==> src/design/pbp_pkg.sv <==
// ----------------------------------------------------------------------------
// Page buffer pool package
// Shared request and response types and fixed constants.
// ----------------------------------------------------------------------------
package pbp_pkg;

   localparam logic [1:0] OP_GET     = 2'd0;
   localparam logic [1:0] OP_RELEASE = 2'd1;
   localparam logic [1:0] OP_FLUSH   = 2'd2;
   localparam logic [1:0] OP_UNDEF   = 2'd3;

   localparam logic [1:0] ST_OK         = 2'd0;
   localparam logic [1:0] ST_ALL_PINNED = 2'd1;
   localparam logic [1:0] ST_NOT_RES    = 2'd2;
   localparam logic [1:0] ST_NOT_PINNED = 2'd3;

   localparam logic CSR_POLICY = 1'b0;
   localparam logic CSR_FRAMES = 1'b1;

   localparam int DEFAULT_FRAMES = 8;
   localparam int MAX_ACTIVE     = 16;
   localparam int PIN_BITS       = 8;

   typedef struct packed {
      logic [1:0]  opcode;
      logic [7:0]  file_id;
      logic [15:0] page_number;
      logic        mark_dirty;
   } req_type;

   typedef struct packed {
      logic [1:0]  status;
      logic [3:0]  frame_index;
      logic        was_hit;
      logic        load_needed;
      logic        writeback_needed;
      logic [7:0]  writeback_file;
      logic [15:0] writeback_page;
      logic        last_result;
   } rsp_type;

endpackage

==> src/design/pbp_ram.sv <==
// ----------------------------------------------------------------------------
// Generic simple dual-port RAM
// One write port and one read port with a registered read.
// ----------------------------------------------------------------------------
module pbp_ram #(
   parameter int WIDTH = 8,
   parameter int DEPTH = 16
) (
   input  logic                     clock,
   input  logic                     wr_en,
   input  logic [$clog2(DEPTH)-1:0] wr_addr,
   input  logic [WIDTH-1:0]         wr_data,
   input  logic [$clog2(DEPTH)-1:0] rd_addr,
   output logic [WIDTH-1:0]         rd_data
);
   logic [WIDTH-1:0] mem_ff [DEPTH];

   always_ff @(posedge clock) begin
      if (wr_en) begin
         mem_ff[wr_addr] <= wr_data;
      end
      rd_data <= mem_ff[rd_addr];
   end
endmodule

==> src/design/page_buffer_pool_lru_mru_core.sv <==
// ----------------------------------------------------------------------------
// Page buffer pool with LRU / MRU replacement
// Frame table manager: lookup, victim choice, pin and dirty tracking, flush.
// ----------------------------------------------------------------------------
//  channel  | ports                         | handshake
//  request  | start, busy, req_data         | transfer when start & !busy
//  response | rsp_strobe, rsp_data          | one cycle strobe, no stall
//  config   | csr_valid/ready, idx, data    | transfer when valid & ready
//
// Each request scans the active frames through the frame memory, one read a
// cycle, so the single read port sets the length of an item. A get that hits
// or loads and a release of a resident page then read and rewrite the target
// frame. A flush holds each write-back in a pending register so that the
// final one can carry the last flag; the final response of any item appears
// in the first cycle with busy low. Reset (synchronous) clears the valid bits,
// the access clock and the control registers; a frame entry is written whole
// when it is filled, so no clearing pass is needed. The receiver cannot stall.
// ----------------------------------------------------------------------------
module page_buffer_pool_lru_mru_core
   import pbp_pkg::*;
#(
   parameter int FRAMES     = 16,
   parameter int STAMP_BITS = 32
) (
   input  logic    clock,
   input  logic    reset,
   input  logic    start,
   output logic    busy,
   input  req_type req_data,
   output logic    rsp_strobe,
   output rsp_type rsp_data,
   input  logic    csr_valid,
   output logic    csr_ready,
   input  logic    csr_index,
   input  logic [4:0] csr_data
);
   localparam int AW = (FRAMES > 1) ? $clog2(FRAMES) : 1;
   localparam int CAP = (FRAMES < MAX_ACTIVE) ? FRAMES : MAX_ACTIVE;
   // Entry: file, page, pins, dirty, stamp.
   localparam int EW = 8 + 16 + PIN_BITS + 1 + STAMP_BITS;
   localparam logic [STAMP_BITS-1:0] STAMP_MAX = '1;

   localparam logic [2:0] S_IDLE = 3'd0;
   localparam logic [2:0] S_SCAN = 3'd1;
   localparam logic [2:0] S_LAST = 3'd2;
   localparam logic [2:0] S_DONE = 3'd3;
   localparam logic [2:0] S_VRD  = 3'd4;
   localparam logic [2:0] S_VWR  = 3'd5;

   typedef struct packed {
      logic [7:0]            file;
      logic [15:0]           page;
      logic [PIN_BITS-1:0]   pins;
      logic                  dirty;
      logic [STAMP_BITS-1:0] stamp;
   } entry_type;

   logic [2:0]  state_ff, state_in;
   logic        policy_ff;
   logic [4:0]  frames_ff;
   logic [STAMP_BITS-1:0] clock_ff, clock_in;
   logic [FRAMES-1:0] valid_ff, valid_in;
   req_type     req_ff;
   logic [AW:0] scan_ff, scan_in;       // address issued
   logic [AW:0] cnt_ff;                 // active frame count for this item
   logic        rv_ff;                  // read data valid for frame rv_idx_ff
   logic [AW-1:0] rv_idx_ff;
   logic        hit_ff, hit_in;
   logic [AW-1:0] hit_idx_ff, hit_idx_in;
   logic        emp_ff, emp_in;
   logic [AW-1:0] emp_idx_ff, emp_idx_in;
   logic        vic_ff, vic_in;
   logic [AW-1:0] vic_idx_ff, vic_idx_in;
   logic [STAMP_BITS-1:0] vic_st_ff, vic_st_in;
   logic        fl_any_ff, fl_any_in;
   logic        rsp_strobe_ff;
   rsp_type     rsp_ff;
   logic        rsp_strobe_in;
   rsp_type     rsp_in;

   logic          wr_en;
   logic [AW-1:0] wr_addr, rd_addr;
   entry_type     wr_ent, rd_ent;
   logic [EW-1:0] rd_raw;

   pbp_ram #(.WIDTH(EW), .DEPTH(FRAMES)) u_frames (
      .clock  (clock),
      .wr_en  (wr_en),
      .wr_addr(wr_addr),
      .wr_data(wr_ent),
      .rd_addr(rd_addr),
      .rd_data(rd_raw)
   );
   assign rd_ent = entry_type'(rd_raw);

   assign busy       = (state_ff != S_IDLE);
   assign csr_ready  = (state_ff == S_IDLE);
   assign rsp_strobe = rsp_strobe_ff;
   assign rsp_data   = rsp_ff;

   // Active frame count at request time.
   logic [AW:0] act_cnt;
   always_comb begin
      logic [5:0] n;
      n = {1'b0, frames_ff};
      if (n == 6'd0) n = 6'(DEFAULT_FRAMES);
      if (n > 6'(CAP)) n = 6'(CAP);
      act_cnt = (AW + 1)'(n);
   end

   logic [STAMP_BITS-1:0] tick_val;
   assign tick_val = (clock_ff == STAMP_MAX) ? clock_ff : clock_ff + 1'b1;

   // Frame that the update reads and writes: the hit, else the first empty
   // frame, else the victim.
   logic [AW-1:0] tgt_idx;
   assign tgt_idx = hit_ff ? hit_idx_ff : (emp_ff ? emp_idx_ff : vic_idx_ff);

   // Frame under inspection in this cycle.
   logic    cur_valid, cur_match;
   assign cur_valid = rv_ff && valid_ff[rv_idx_ff];
   assign cur_match = cur_valid && rd_ent.file == req_ff.file_id
                      && rd_ent.page == req_ff.page_number;

   always_comb begin
      rsp_type r;
      entry_type e;
      state_in   = state_ff;
      scan_in    = scan_ff;
      clock_in   = clock_ff;
      valid_in   = valid_ff;
      hit_in     = hit_ff;
      hit_idx_in = hit_idx_ff;
      emp_in     = emp_ff;
      emp_idx_in = emp_idx_ff;
      vic_in     = vic_ff;
      vic_idx_in = vic_idx_ff;
      vic_st_in  = vic_st_ff;
      fl_any_in  = fl_any_ff;
      wr_en      = 1'b0;
      wr_addr    = rv_idx_ff;
      wr_ent     = rd_ent;
      rd_addr    = scan_ff[AW-1:0];
      r          = '0;
      e          = rd_ent;
      rsp_strobe_in = 1'b0;
      rsp_in     = '0;

      case (state_ff)
         S_IDLE: begin
            if (start) begin
               state_in  = S_SCAN;
               scan_in   = '0;
               hit_in    = 1'b0;
               emp_in    = 1'b0;
               vic_in    = 1'b0;
               fl_any_in = 1'b0;
               if (req_data.opcode == OP_GET) clock_in = tick_val;
            end
         end
         S_SCAN, S_LAST: begin
            // Issue next read while inspecting the previous one.
            if (state_ff == S_SCAN) begin
               if (scan_ff + 1'b1 >= cnt_ff) state_in = S_LAST;
               scan_in = scan_ff + 1'b1;
            end else begin
               state_in = S_DONE;
            end
            if (rv_ff) begin
               if (cur_match && !hit_ff) begin
                  hit_in = 1'b1;
                  hit_idx_in = rv_idx_ff;
               end
               if (!cur_valid && !emp_ff) begin
                  emp_in = 1'b1;
                  emp_idx_in = rv_idx_ff;
               end
               if (cur_valid && rd_ent.pins == '0) begin
                  if (!vic_ff || (!policy_ff && rd_ent.stamp < vic_st_ff)
                      || (policy_ff && rd_ent.stamp > vic_st_ff)) begin
                     vic_in = 1'b1;
                     vic_idx_in = rv_idx_ff;
                     vic_st_in = rd_ent.stamp;
                  end
               end
               if (req_ff.opcode == OP_FLUSH && cur_valid && rd_ent.dirty) begin
                  // Write-back goes to the pending register; last flag settled in S_DONE.
                  e.dirty = 1'b0;
                  wr_en = 1'b1;
                  wr_ent = e;
                  fl_any_in = 1'b1;
                  r.frame_index = 4'(rv_idx_ff);
                  r.writeback_needed = 1'b1;
                  r.writeback_file = rd_ent.file;
                  r.writeback_page = rd_ent.page;
                  rsp_strobe_in = 1'b1;
                  rsp_in = r;
               end
            end
         end
         S_DONE: begin
            state_in = S_IDLE;
            r.last_result = 1'b1;
            case (req_ff.opcode)
               OP_GET: begin
                  if (hit_ff || emp_ff || vic_ff) begin
                     rd_addr = tgt_idx;
                     state_in = S_VRD;
                  end else begin
                     r.status = ST_ALL_PINNED;
                     rsp_strobe_in = 1'b1;
                     rsp_in = r;
                  end
               end
               OP_RELEASE: begin
                  if (hit_ff) begin
                     rd_addr = tgt_idx;
                     state_in = S_VRD;
                  end else begin
                     r.status = ST_NOT_RES;
                     rsp_strobe_in = 1'b1;
                     rsp_in = r;
                  end
               end
               OP_FLUSH: begin
                  // Last flag: a trailing write-back is still held in pend_ff.
                  if (!fl_any_ff) begin
                     rsp_strobe_in = 1'b1;
                     rsp_in = r;
                  end
               end
               default: begin
                  rsp_strobe_in = 1'b1;
                  rsp_in = r;
               end
            endcase
         end
         S_VRD: begin
            // Keep the address so the entry is on the read port next cycle.
            rd_addr = tgt_idx;
            state_in = S_VWR;
         end
         S_VWR: begin
            state_in = S_IDLE;
            wr_addr = tgt_idx;
            r.frame_index = 4'(wr_addr);
            r.last_result = 1'b1;
            rsp_strobe_in = 1'b1;
            if (req_ff.opcode == OP_GET) begin
               wr_en = 1'b1;
               if (hit_ff) begin
                  if (rd_ent.pins != '1) e.pins = rd_ent.pins + 1'b1;
                  e.stamp = clock_ff;
                  r.was_hit = 1'b1;
               end else begin
                  r.load_needed = 1'b1;
                  if (!emp_ff && rd_ent.dirty) begin
                     r.writeback_needed = 1'b1;
                     r.writeback_file = rd_ent.file;
                     r.writeback_page = rd_ent.page;
                  end
                  e.file = req_ff.file_id;
                  e.page = req_ff.page_number;
                  e.pins = PIN_BITS'(1);
                  e.dirty = 1'b0;
                  e.stamp = clock_ff;
                  valid_in[wr_addr] = 1'b1;
               end
            end else begin
               if (rd_ent.pins == '0) begin
                  r.status = ST_NOT_PINNED;
               end else begin
                  wr_en = 1'b1;
                  if (req_ff.mark_dirty) e.dirty = 1'b1;
                  e.pins = rd_ent.pins - 1'b1;
                  clock_in = tick_val;
                  e.stamp = tick_val;
               end
            end
            wr_ent = e;
            rsp_in = r;
         end
         default: state_in = S_IDLE;
      endcase
   end

   // Flush write-backs are held in a pending register. A held one
   // goes out when the next arrives, and the final one leaves in S_DONE with
   // the last flag set, once the scan is known to be over.
   logic    flush_end, flush_push;
   rsp_type pend_ff, pend_last;
   logic    pend_v_ff;
   assign flush_end  = (state_ff == S_DONE) && req_ff.opcode == OP_FLUSH && fl_any_ff;
   assign flush_push = rsp_strobe_in && req_ff.opcode == OP_FLUSH && state_ff != S_DONE;

   always_comb begin
      pend_last = pend_ff;
      pend_last.last_result = 1'b1;
   end

   always_ff @(posedge clock) begin
      if (reset) begin
         state_ff      <= S_IDLE;
         policy_ff     <= 1'b0;
         frames_ff     <= 5'(DEFAULT_FRAMES);
         clock_ff      <= '0;
         valid_ff      <= '0;
         rv_ff         <= 1'b0;
         rsp_strobe_ff <= 1'b0;
      end else begin
         state_ff  <= state_in;
         clock_ff  <= clock_in;
         valid_ff  <= valid_in;
         rv_ff     <= (state_ff == S_SCAN);
         rsp_strobe_ff <= flush_push ? pend_v_ff : (rsp_strobe_in || flush_end);
         if (csr_valid && csr_ready) begin
            if (csr_index == CSR_POLICY) policy_ff <= csr_data[0];
            else frames_ff <= csr_data;
         end
      end
   end

   always_ff @(posedge clock) begin
      if (reset) begin
         pend_v_ff <= 1'b0;
      end else if (flush_push) begin
         pend_v_ff <= 1'b1;
      end else if (flush_end) begin
         pend_v_ff <= 1'b0;
      end
      if (flush_push) pend_ff <= rsp_in;
   end

   always_ff @(posedge clock) begin
      scan_ff    <= scan_in;
      rv_idx_ff  <= scan_ff[AW-1:0];
      hit_ff     <= hit_in;
      hit_idx_ff <= hit_idx_in;
      emp_ff     <= emp_in;
      emp_idx_ff <= emp_idx_in;
      vic_ff     <= vic_in;
      vic_idx_ff <= vic_idx_in;
      vic_st_ff  <= vic_st_in;
      fl_any_ff  <= fl_any_in;
      if (state_ff == S_IDLE && start) begin
         req_ff <= req_data;
         cnt_ff <= act_cnt;
      end
      if (flush_end) begin
         rsp_ff <= pend_last;
      end else if (flush_push) begin
         rsp_ff <= pend_ff;
      end else begin
         rsp_ff <= rsp_in;
      end
   end

   // Assertions.
   a_no_start_busy: assert property (@(posedge clock) disable iff (reset)
      busy |-> !csr_ready) else $error("csr ready while busy");
   a_rsp_idle: assert property (@(posedge clock) disable iff (reset)
      (rsp_strobe && rsp_data.last_result) |-> !busy)
      else $error("final response while busy");
   a_clock_mono: assert property (@(posedge clock) disable iff (reset)
      clock_ff >= $past(clock_ff)) else $error("access clock went back");

endmodule

==> config.mk <==
export PLATFORM = sky130hd
export DESIGN_NAME = page_buffer_pool_lru_mru_core
export DESIGN_NICKNAME = d
export VERILOG_FILES = /design/src/design/pbp_pkg.sv /design/src/design/pbp_ram.sv /design/src/design/page_buffer_pool_lru_mru_core.sv
export SDC_FILE = /design/constraint.sdc
export NUM_CORES = 2
export LEC_CHECK = 0
export BUFFER_PORTS_ARGS = -buffer_cell sky130_fd_sc_hd__buf_2
export CORE_MARGIN = 2
export CORE_UTILIZATION = 56
export DETAILED_ROUTE_END_ITERATION = 6
export PLACE_DENSITY = 0.75
export SYNTH_ARGS = -nofsm -noshare
export SYNTH_HDL_FRONTEND = slang
export SYNTH_HIERARCHICAL = 1
export SYNTH_SLANG_ARGS = --single-unit
export TNS_END_PERCENT = 30
==> constraint.sdc <==
create_clock -name clock -period 7.59 [get_ports clock]
set_input_delay 0.759 -clock clock [delete_from_list [all_inputs] [get_ports clock]]
set_output_delay 0.759 -clock clock [all_outputs]
set_load 0.05 [all_outputs]
After elaboration in Yosys (flattened, before gate mapping)
Memory sizes are Yosys's and may differ from the RTL's. A register that Yosys moved wholly into a read port is not among the register bits.
Index checks and enable logic that the tools add are counted.
- memories kept: 1
- word-level logic and storage cells: 212
- input port bits: 37
- ROM bits: 0
- latch bits: 0
- RAM bits: 1040
- output and inout bits: 37
- register bits after elaboration: 217
- reduce and logical (&&, ||, !) cells: 51
- bitwise operators: 3
- muxes and demuxes: 83
- add/subtract/negate cells: 4
- $mul: 0
- div/mod/pow operators: 0
- magnitude comparators: 7
- shifts and indexed selects: 0
- equality and inequality tests: 24
- memories (memory ; depth ; bits a word ; rd ports ; clocked after memory_dff ; write ports ; RTL line ; RTL):
    u_frames.mem_ff ; 16 ; 65 ; 1 ; 1 ; 1 ; pbp_ram.sv:16 ; logic [WIDTH-1:0] mem_ff [DEPTH];
- operators with widths (operator ; number):
    32-bit 2-to-1 mux ; 7
    34-bit one-hot mux with 3 select lines ; 2
    65-bit one-hot mux with 2 select lines ; 1
    34-bit 2-to-1 mux ; 3
    33-bit 2-to-1 mux ; 3
    41-bit 2-to-1 mux ; 2
    32-bit one-hot mux with 2 select lines ; 1
    24-bit 2-to-1 mux ; 2
    32-bit by 1-bit adder with 32-bit output (second input constant) ; 1
    32-bit == test (second input constant) ; 1
    32-bit greater-than comparator ; 1
    32-bit < comparator ; 1
    1-bit 2-to-1 mux ; 28
    27-bit 2-to-1 mux ; 1
    26-bit 2-to-1 mux ; 1
    25-bit 2-to-1 mux ; 1
    4-bit 2-to-1 mux ; 5
    2-bit != test (second input constant) ; 10
    1-bit logical AND ; 18
    16-bit == test ; 1
    8-bit 2-to-1 mux ; 2
    16-bit bitwise OR ; 1
    4-bit one-hot mux with 2 select lines ; 2
    4-bit AND reduction ; 4
    40 further kinds ; 73

Longest topological paths before layout
- depth in word-level cells: 12
- gate-level depth with buffers: 14
- gate-level depth less buffers: 10

Modules after synthesis
The synthesis kept the hierarchy.
- modules (own cells, without submodules) (module ; cells an instance ; area each (µm²) ; sequential area each (µm²) ; times used):
    pbp_ram ; 1673 ; 40239.8 ; 32531.2 ; 1
    page_buffer_pool_lru_mru_core ; 1164 ; 11249.5 ; 5535.3 ; 1

Worst setup path before layout
Ideal clock, no wire load.
- path kind: reg2reg
- start: register state_ff[1]
- end: memory u_frames/mem_ff[0][0] in the netlist's numbering (enable)
- path buffers: 4
- setup time: 568 ps
- clock period less this slack: 7170 ps
- arrival: 6602 ps
- cell stages (with the launch flop): 11
- data required time: 7022 ps
- setup slack: 420 ps
- path through: dfxtp_1 > buf_2 > and3b_1 > clkbuf_1 > o211ai_1 > buf_2 > nand2_1 > clkbuf_1 > or2_2 > or3b_1 > nor3_1
- cells in the longest elaborated chain, start to end: 5
- elaborated cells on any way between the ends: 8
- classes of those cells: 3 x eq/ne; 4 x mux; 1 x reduce/logical
- ends and longest elaborated chain (what ; RTL line ; RTL):
    start: declaration ; page_buffer_pool_lru_mru_core.sv:58 ; logic [2:0] state_ff, state_in;
    start signal: assignment ; page_buffer_pool_lru_mru_core.sv:311 ; state_ff <= state_in;
    3-bit by 1-bit == test with 1-bit output / 3-bit by 2-bit == test with 1-bit output (equally long branches) ; page_buffer_pool_lru_mru_core.sv:149 ; case (state_ff)
    2-bit OR reduction ; -- ;
    1-bit one-hot mux with 2 select lines * ; page_buffer_pool_lru_mru_core.sv:149 ;
    named net wr_en ; page_buffer_pool_lru_mru_core.sv:81 ; logic wr_en;
    1-bit 2-to-1 mux * ; pbp_ram.sv:19 ; if (wr_en) begin
    1-bit 2-to-1 mux (not written as such) * ; pbp_ram.sv:20 ; mem_ff[wr_addr] <= wr_data;
    end: declaration ; pbp_ram.sv:16 ;
The timed path passes the listed nets; every way through them passes the cells marked *.

Final worst setup path
- start: register state_ff[0]
- end: memory u_frames/mem_ff[15][4] in the netlist's numbering (enable)
The elaborated chain is that of the path after synthesis.

==> results.md <==
- Maximum operating frequency: 0.187 GHz
- Sum of net half-perimeters after detailed placement: 70600 um
- Power per unit of standard cell area: 369 nW/um^2
- Vias per inst: 6.44
- Area of the mapped netlist: 51500 um^2
- CTS tree: done
- Total routing usage reported by global routing: 25.8%
- Share of flip-flops with an asynchronous set or reset after synthesis: 0%
- Starting Density: 56.3%
- Final worst path period need: 5.36 ns
- Count of yosys warnings during synthesis: 6
- Primary FF master, synth: sky130_fd_sc_hd__edfxtp_1
- Number of violations reported at the end of detailed-routing iteration 0: 3346
- Most area-hungry cell type in the Yosys netlist: sky130_fd_sc_hd__edfxtp_1
- Clock sink count: 1322
- Path type of the worst min-delay path: input port to register
- Number of antenna violations at the first check in global routing: 3
- Post-layout total power: 21.3 mW
- Count of final setup violators: 0
- Flop2flop setup slack: 2.23 ns
- Largest cells by area after synthesis: sky130_fd_sc_hd__edfxtp_1 (68%), sky130_fd_sc_hd__mux4_2 (11%), sky130_fd_sc_hd__dfxtp_1 (6.3%), sky130_fd_sc_hd__a22oi_1 (2.1%), sky130_fd_sc_hd__nand2_1 (1.6%)
- GP Congestion: 0.877
- Number of distinct library cell variants in the gate-level netlist after synthesis: 74
- Antenna Nets Post-Route: 0
- Clock slew at the register clock pins of the worst setup and hold paths: 0.06 ns
- Number of global-route vias before repair: 27700
- Family of cells with the greatest summed delay on the critical path: simple AND/OR/NAND/NOR gates
- Final setup TNS: 0 ns
- Number of DRC violations after detailed routing: 0
- Max stage delay cell, worst path: sky130_fd_sc_hd__nor2_4
- Max-capacitance violation count: 0
- Setup repair after global routing missed its margin: no
- Port-buffer cells: 73
- Die Y-Extent: 307 um
- Count of hold-fix buffers inserted at cts: 0
- Number of enable flip-flop cells after synthesis: 1159
- Post-CTS setup repair buffer count: 0
- Worst vdd ir: 0.000328 V
- Required arrival time at the worst endpoint: 7.95 ns
- Core ar.: 91400 um^2
- Maximum number of pins on one net before global-route repair: 136
- Number of cell rows: 111
- Die Span X: 307 um
- Result of the run: finished, final reports clean
- Most frequent cells after synthesis: sky130_fd_sc_hd__edfxtp_1 (1159), sky130_fd_sc_hd__mux4_2 (260), sky130_fd_sc_hd__nand2_1 (222)
- Crit Path Max Fanout: 39
- Critical path buffers and inverters: 1
- Quantity of gates resized following cts: 0
- Vias: 27500
- Arrival time at the worst endpoint: 5.72 ns
- Transition time at the pin with the least slew margin: 1.40 ns
- Signed area change from the synthesized netlist to the final layout: 11.9%
- Startpoint Class: register
- Max Root-Sink Buffers: 3
- Crit path cell chain: and3b_1, nand2_1, nand2_1, or2_2, nand3_1, nor2_4, buf_4
- Critical path's largest stage delay: 1.10 ns
- Clock Latency Late Sink: 0.75 ns
- Antenna Diode Count: 0
- Proportion of layout cells with a drive suffix above 1: 20.7%
- Number of I/O pins: 74
- Type of the worst setup path: register to register
- Most common cell in the netlist: sky130_fd_sc_hd__edfxtp_1
- Crit path capture type: register
- Gate count after technology mapping: 2837
- Overall die area: 94400 um^2
- Mean cell area of the mapped netlist: 18.1 um^2
- Layout Nets: 3044
- Sequential share of the synthesized area: 73.9%
- Most common cell on crit path: sky130_fd_sc_hd__nand2_1
- Max-slew violation total from the final report: 0
- Clock tree root driver cell: sky130_fd_sc_hd__clkbuf_16
- Clock buffers created by TritonCTS: 133
- Share of the synthesized area in the top cell type: 67.6%
- Crit share post-route: 70.6%
- H-Tree Depth: 4
- Wire length reported by the detailed router: 121000 um
- First drt pass iteration count: 6
- Leakage Power: 19.0 nW
- Overflow after GRT: 0
- Final clock skew: 0.0306 ns
- Synthesized flop and latch total: 1322
- Worst slew slack as a fraction of its limit: 6.48%
- Net count after synthesis: 2915
- Wirelength per Cell: 28.3 um
- Fin. Hold Viols: 0
- First-pass GRT wire length: 178000 um
-- cells by family (layout without fill, tap and decap cells) --
family / Yosys count / in the layout / synth area share [%]
compound gates: 379 / 379 / 5.01
xor+xnor: 55 / 55 / 0.936
fa+ha+maj: 41 / 41 / 0.996
buf+inv: 191 / 429 / 1.86
flops: 1322 / 1322 / 73.9
mux: 294 / 294 / 12.2
simple gates: 555 / 555 / 5.06
-- per-stage QoR --
stage	hold WS [ns]	cell area [um^2]	worst slack [ns]	util (%)	std cells
2_1_floorplan	0.397	51500	0.420	-	2837
3_3_place_gp	0.422	53200	2.56	58.3	4017
3_5_place_dp	0.435	53200	2.36	58.3	4017
4_1_cts	0.162	57600	2.28	63.0	4261
5_1_grt	0.167	57600	1.98	63.0	4261
6_report	0.201	57600	2.23	63.0	4261
-- power by group --
part           internal (mW)  switching (mW)  total, mW
Sequential              9.10           0.456       9.56
Combinational           1.93            3.26       5.19
Clock                   3.76            2.75       6.51
Total                   14.8            6.47       21.3
-- sequential cells by signal (all words and copies together), names as in the netlist, 3 cells and up --
name              flops
vic_st_ff            32
emp_idx_ff            4
u_frames/rd_data     65
valid_ff             16
clock_ff             32
state_ff              3
u_frames/mem_ff    1040
scan_ff               5
vic_idx_ff            4
cnt_ff                5
frames_ff             5
pend_ff              34
req_ff               27
rsp_data             34
hit_idx_ff            4
rv_idx_ff             4
-- placed cells by master, fill, tap and decap left out, drive strengths merged, types with 6 or more instances in the layout --
master,netlist,layout
a22oi,145,145
a22o,14,14
ha,41,41
and2,28,28
a21o,9,9
nor2,127,127
xor2,27,27
nand3,39,39
o21ai,68,68
clkbuf,70,186
o22ai,7,7
a221o,11,11
mux2,17,17
nor3,32,32
inv,49,56
a21oi,67,67
or2,7,7
dfxtp,163,163
nand2,222,222
edfxtp,1159,1159
mux2i,13,13
nand4,17,17
buf,71,135
or3,14,14
nor4,15,15
a211o,6,6
mux4,264,264
clkinv,1,38
nor2b,11,11
o211ai,6,6
nand2b,6,6
bufinv,0,11
xnor2,28,28
and3,15,15
a31oi,12,12
-- layer usage --
layer	wire length, um	GRT usage [%]	up-vias
li1	-	-	11600
met1	48300	37.3	14200
met2	55300	38.5	1421
met3	13900	7.60	210
met4	2970	7.87	6
met5	43	0	-
-- final timing paths --
kind	startpoint	endpoint	cells past startpoint
setup / recovery	state_ff[0]	u_frames/mem_ff[15][4]	7
hold / removal	req_data[4]	req_ff[4]	1
hold reg to reg	pend_ff[25]	rsp_data[25]	1
setup reg to reg	state_ff[0]	u_frames/mem_ff[15][4]	7
-- cell type report --
type / instances / area (um^2)
clock buffer: 186 / 3630
clock inverter: 58 / 722
fill: 6095 / 33800
inverter: 50 / 188
multi-input combinational: 1324 / 12600
sequential: 1322 / 38100
tap: 1186 / 1480
timing repair buffer: 135 / 868
(Power assumes the default switching activity.)
